## config.mk

```make
export PLATFORM = sky130hd
export DESIGN_NAME = bra_fit_unit
export DESIGN_NICKNAME = d
export VERILOG_FILES = /design/src/hdl/bitmap_run_allocator_macros.svh /design/src/hdl/bra_pkg.sv /design/src/hdl/bra_fit_unit.sv
export SDC_FILE = /design/constraint.sdc
export NUM_CORES = 1
export LEC_CHECK = 0
export ABC_CLOCK_PERIOD_IN_PS = 6300
export BUFFER_PORTS_ARGS = -buffer_cell sky130_fd_sc_hd__buf_2
export CELL_PAD_IN_SITES_DETAIL_PLACEMENT = 1
export CELL_PAD_IN_SITES_GLOBAL_PLACEMENT = 1
export CORE_UTILIZATION = 43
export DETAILED_ROUTE_END_ITERATION = 10
export PLACE_DENSITY_LB_ADDON = 0.08
export SETUP_SLACK_MARGIN = 0.4
export SLEW_MARGIN = 10
export SYNTH_ARGS = -nofsm -noshare
export SYNTH_HDL_FRONTEND = slang
export SYNTH_SLANG_ARGS = --single-unit
export TNS_END_PERCENT = 20
```

## constraint.sdc

```tcl
create_clock -name vclk -period 6.3
set_clock_uncertainty 0.2 [all_clocks]
set_input_delay 1.575 -clock vclk [all_inputs]
set_output_delay 1.575 -clock vclk [all_outputs]
set_load 0.02 [all_outputs]
```

## src/hdl/bitmap_run_allocator_macros.svh

```systemverilog
// Assertion macros for the bitmap run allocator.
// Taken in by the RTL files that carry concurrent assertions; no other dependencies.
`ifndef BITMAP_RUN_ALLOCATOR_MACROS_SVH
`define BITMAP_RUN_ALLOCATOR_MACROS_SVH

// Same-cycle implication, disabled while reset is asserted.
`define BRA_ASSERT_IMPL(label, clk, rstn, ante, cons, msg) \
  label: assert property (@(posedge clk) disable iff (!(rstn)) (ante) |-> (cons)) \
    else $error(msg);

// Next-cycle implication, disabled while reset is asserted.
`define BRA_ASSERT_NEXT(label, clk, rstn, ante, cons, msg) \
  label: assert property (@(posedge clk) disable iff (!(rstn)) (ante) |=> (cons)) \
    else $error(msg);

`endif

```

## src/hdl/bra_pkg.sv

```systemverilog
// Package for the bitmap run allocator: sizes, codes, state type, run mask helper.
// No dependencies; imported by bra_channels, bra_fit_unit and the top level.
package bra_pkg;

  localparam int NUM_REGIONS  = 16;
  localparam int REGION_SLOTS = 64;
  localparam int POS_W        = 6;
  localparam int REGION_W     = (NUM_REGIONS > 1) ? $clog2(NUM_REGIONS) : 1;
  localparam int SLOT_W       = REGION_W + POS_W;
  localparam int TOTAL_SLOTS  = NUM_REGIONS * REGION_SLOTS;

  localparam int LEN_W    = 7;
  localparam int HANDLE_W = 10;
  localparam int STATUS_W = 2;
  localparam int TOTAL_W  = 11;
  localparam int PCT_W    = 7;
  localparam int PROD_W   = TOTAL_W + PCT_W;

  localparam logic [PCT_W-1:0] PCT_SCALE  = PCT_W'(100);
  localparam logic [LEN_W-1:0] MAX_RUN    = LEN_W'(REGION_SLOTS);

  localparam logic MODE_ALLOC = 1'b0;
  localparam logic MODE_FREE  = 1'b1;

  typedef enum logic [STATUS_W-1:0] {
    STS_OK        = 2'd0,
    STS_NO_FIT    = 2'd1,
    STS_NOT_ALLOC = 2'd2
  } bra_status_t;

  typedef enum logic [2:0] {
    ST_CLEAR,
    ST_IDLE,
    ST_SCAN,
    ST_ALLOC,
    ST_FREE_RD,
    ST_FREE_CHK,
    ST_DONE
  } bra_state_t;

  typedef struct packed {
    logic              found;
    logic [POS_W-1:0]  pos;
  } bra_fit_t;

  function automatic logic [REGION_SLOTS-1:0] run_mask(input logic [LEN_W-1:0] len,
                                                       input logic [POS_W-1:0] pos);
    logic [REGION_SLOTS-1:0] m;
    if (len >= MAX_RUN) begin
      m = '1;
    end else begin
      m = (REGION_SLOTS'(1) << len) - REGION_SLOTS'(1);
    end
    return m << pos;
  endfunction

endpackage

```

## src/hdl/bra_fit_unit.sv

```systemverilog
// First-fit search over one 64-slot use map: lowest start of a free run of len slots.
// Depends on bra_pkg. Shared by every region step of the allocate scan.
module bra_fit_unit import bra_pkg::*; (
  input  logic [REGION_SLOTS-1:0] use_map,
  input  logic [LEN_W-1:0]        len,
  output bra_fit_t                fit
);

  always_comb begin
    logic [REGION_SLOTS-1:0] lvl [0:LEN_W-1];
    logic [REGION_SLOTS-1:0] win;
    logic [LEN_W-1:0]        off;
    // lvl[k][p]: slots p .. p+2^k-1 all free
    lvl[0] = ~use_map;
    for (int k = 1; k < LEN_W; k++) begin
      lvl[k] = lvl[k-1] & (lvl[k-1] >> (1 << (k - 1)));
    end
    win = '1;
    off = '0;
    for (int k = 0; k < LEN_W; k++) begin
      if (len[k]) begin
        win = win & (lvl[k] >> off);
        off = off + LEN_W'(1 << k);
      end
    end
    fit.found = |win;
    fit.pos   = '0;
    for (int i = REGION_SLOTS - 1; i >= 0; i--) begin
      if (win[i]) begin
        fit.pos = POS_W'(i);
      end
    end
  end

endmodule

```

==> results of run 1 <==
metrics by stage:
stage          setup slack (ps)  hold slack (ps)  instance area (sq um)  cells  TNS [ps]
3_3_place_gp              -1040             3820                  20300   3122     -6830
2_1_floorplan              -292             3560                  13300   1971     -1890
kinds of logic after synthesis:
family                 count (synthesis)
multiplexers                         135
AO/OA/AOI/OAI                        712
AND/OR/NAND/NOR                      871
buffers and inverters                253
==> impl_metrics.json, run 1 <==
{
  "status": "aborted with a tool error",
  "lastStage": "3_5_place_dp",
  "stop_error": "[ERROR DPL-0033] detailed placement checks failed during check placement.",
  "rows": 63,
  "yosys_warnings": 0,
  "synthCells": 1971,
  "synthAdderAreaFrac_pct": 0,
  "synth_area_sq_um": 13200,
  "synthMuxAreaShare_pct": 18.3,
  "yosysSeqAreaShare_pct": 0,
  "die_width_um": 177,
  "dp_hpwl_mm": 94.4,
  "synth_area_leader_cell": "mux4_2",
  "netlist_top_cells_count": "nor2_1, nand2_1, clkbuf_1, a21oi_1, o21ai_0",
  "synth-simple-area-share_pct": 34.9,
  "synth.most_common_cell": "nor2_1",
  "syn-num-nets": 2042,
  "io_buffers": 78,
  "ys_types": 83,
  "synth_top_area_share_pct": 14.3,
  "synth_compound_area_share_pct": 38.9,
  "globalplace.congestion": 1.25,
  "die_y_um": 177,
  "synth.avg_cell_area_sq_um": 6.70,
  "synth_top_family_by_area": "compound AO/OA/AOI/OAI gates",
  "top_level_ports": 78,
  "initial_utilization_pct": 44.1,
  "synth.top_cells.by_area": "mux4_2, nor2_1, nand2_1",
  "synthXorXnorAreaFrac_pct": 0
}
==> run 2: changes to the inputs <==
==> config.mk (replaced) <==
export PLATFORM = sky130hd
export DESIGN_NAME = bra_fit_unit
export DESIGN_NICKNAME = d
export VERILOG_FILES = /design/src/hdl/bitmap_run_allocator_macros.svh /design/src/hdl/bra_pkg.sv /design/src/hdl/bra_fit_unit.sv
export SDC_FILE = /design/constraint.sdc
export NUM_CORES = 1
export LEC_CHECK = 0
export ABC_CLOCK_PERIOD_IN_PS = 8200
export BUFFER_PORTS_ARGS = -buffer_cell sky130_fd_sc_hd__buf_2
export CORE_UTILIZATION = 35
export DETAILED_ROUTE_END_ITERATION = 10
export PLACE_DENSITY_LB_ADDON = 0.15
export SLEW_MARGIN = 10
export SYNTH_ARGS = -nofsm -noshare
export SYNTH_HDL_FRONTEND = slang
export SYNTH_SLANG_ARGS = --single-unit
export TNS_END_PERCENT = 20
==> constraint.sdc (replaced) <==
create_clock -name vclk -period 8.2
set_clock_uncertainty 0.2 [all_clocks]
set_input_delay 2.05 -clock vclk [all_inputs]
set_output_delay 2.05 -clock vclk [all_outputs]
set_load 0.02 [all_outputs]
==> impl_metrics.json, run 2 <==
{
  "area_delta_synth_final_pct": 28.7,
  "coreArea_sq_um": 36900,
  "synth_top_family_by_area": "compound AO/OA/AOI/OAI gates",
  "cap_violations": 0,
  "rsz0062_at_grt": "yes",
  "finalHoldViolations": 0,
  "yosys_warnings": 0,
  "timing.fmax_mhz": 122,
  "nets": 2306,
  "synth_area_sq_um": 13200,
  "netlist_top_cells_count": "nor2_1, nand2_1, clkbuf_1, a21oi_1, o21ai_0",
  "whs_endpoint": "fit[2]",
  "viasPerCell": 7.55,
  "grt_max_degree": 56,
  "drive_gt1_share_pct": 32.6,
  "synth-simple-area-share_pct": 34.9,
  "yosysSeqAreaShare_pct": 0,
  "hp-class": "input pin to primary output",
  "syn-num-nets": 2042,
  "ys_types": 83,
  "hp-start": "len[5]",
  "crit_path_max_fanout": 10,
  "synthMuxAreaShare_pct": 18.3,
  "drc_errors": 0,
  "grt_pass1_wl_mm": 132,
  "synth.most_common_cell": "nor2_1",
  "fin_area_sq_um": 17000,
  "synthCells": 1971,
  "die_width_um": 196,
  "synthXorXnorAreaFrac_pct": 0,
  "nFlopsAndLatches": 0,
  "track_usage_pct": 46.6,
  "fin_crit_sh_pct": 99.9,
  "num_antenna_cells": 0,
  "first_global_vias": 18400,
  "power.density_nw_per_um2": 42.2,
  "io_buffers": 78,
  "layout_commonest_cell": "buf_4",
  "synth_compound_area_share_pct": 38.9,
  "routedWlPerCell_um": 33.9,
  "fin_crit_ps": 8190,
  "dp_hpwl_mm": 74.3,
  "first_pass_iters": 8,
  "cts_hold_buffers": 0,
  "setup_viol": 0,
  "cp-end-kind": "primary output",
  "synth.top_cells.by_area": "mux4_2, nor2_1, nand2_1",
  "regArea_sq_um": 0,
  "top_level_ports": 78,
  "antenna_found_initial": 4,
  "maxSlewViolCount": 0,
  "globalplace.congestion": 1.09,
  "placed_cell_area_sq_um": 16500,
  "arrival_ps": 5940,
  "synth_area_leader_cell": "mux4_2",
  "final_util_pct": 46.1,
  "num_vias": 20700,
  "postRouteAntennaNets": 0,
  "status": "finished, final reports clean",
  "wirelength_mm": 92.8,
  "cp.required_ps": 5950,
  "tightest_slew_ps": 1080,
  "grt_overflow_total": 0,
  "critPathKind": "input pin to primary output",
  "drt_iter0_drc": 3796,
  "synth.avg_cell_area_sq_um": 6.70,
  "die_y_um": 196,
  "hold_path_depth": 7,
  "worst_setup_path_start_kind": "input pin",
  "initial_utilization_pct": 35.8,
  "p_leak_nw": 5.77,
  "peakVddDrop_uv": 29.0,
  "rows": 70,
  "mostFrequentLayoutCells": "buf_4, nor2_1, nand2_1",
  "die_area_sq_um": 38500,
  "synth_top_area_share_pct": 14.3,
  "nClkBuffers": 0,
  "relSlewSlack_pct": 27.0,
  "synthAdderAreaFrac_pct": 0
}
==> run 2: cell counts after synthesis <==
Identical to the previous run, type by type.
==> run 2: kinds of logic (layout without fill, tap and decap cells) <==
family | Yosys count | count (layout)
AO/OA/AOI/OAI | 712 | 712
buffers and inverters | 253 | 515
multiplexers | 135 | 135
AND/OR/NAND/NOR | 871 | 871
==> run 2: final cells by class <==
type	count	area, sq um
fillers	3903	19900
inverters	18	77.6
multi-input cells	1718	12600
well taps	504	631
repair buffers	497	3680
==> run 2: metrics by stage <==
step	setup TNS, ps	worst slack [ps]	hold slack (ps)	cells	total power (W)
floorplan	0	489	4480	1971	0.000380
detailed placement	-1300	-375	4800	2726	0.000666
global route	-46.5	-28.7	4850	2737	0.000742
CTS	-4.96	-4.96	4800	2729	0.000672
finish	0	5.36	4820	2737	0.000718
global placement	-1020	-372	4780	2726	0.000664
==> run 2: how the worst max path moves through the flow <==
stage | to | depth (start not counted) | slack, ps | startpoint
after floorplan | fit[1] | 11 | 490 | use_map[17]
after global placement | fit[0] | 15 | -370 | use_map[41]
after detailed placement | fit[0] | 15 | -380 | use_map[41]
after CTS | fit[0] | 17 | -5 | use_map[38]
after global routing | fit[0] | 16 | -30 | use_map[41]
final | fit[4] | 13 | 5 | use_map[30]
==> run 2: where the power goes <==
part | total [W] | internal [W] | leakage [nW] | switching, W
clock network | 0 | 0 | 0 | 0
registers | 0 | 0 | 0 | 0
logic | 0.000718 | 0.000246 | 5.77 | 0.000472
==> run 2: layer usage <==
metal / track usage (%) / share of wire (%)
met5: 0 / 0.063
met4: 11.7 / 3.5
met3: 19.7 / 17
met2: 63.7 / 39
met1: 65.8 / 41
==> run 2: timing repair <==
item,in CTS,in global routing
gates resized for setup,28,73
pin swaps,3,15
setup endpoints to repair,7,7
setup buffers,3,8
==> run 2: worst max-delay path, cell delays in order <==
cell and delay, ps:
buf_2 160, buf_4 170, or4_4 470, or4_4 610
mux4_2 580, mux4_2 520, a221o_1 310, a221oi_2 340
or2_1 160, nor2_1 60, and3_4 200, o211a_1 140
buf_2 160
(Power assumes the default switching activity.)
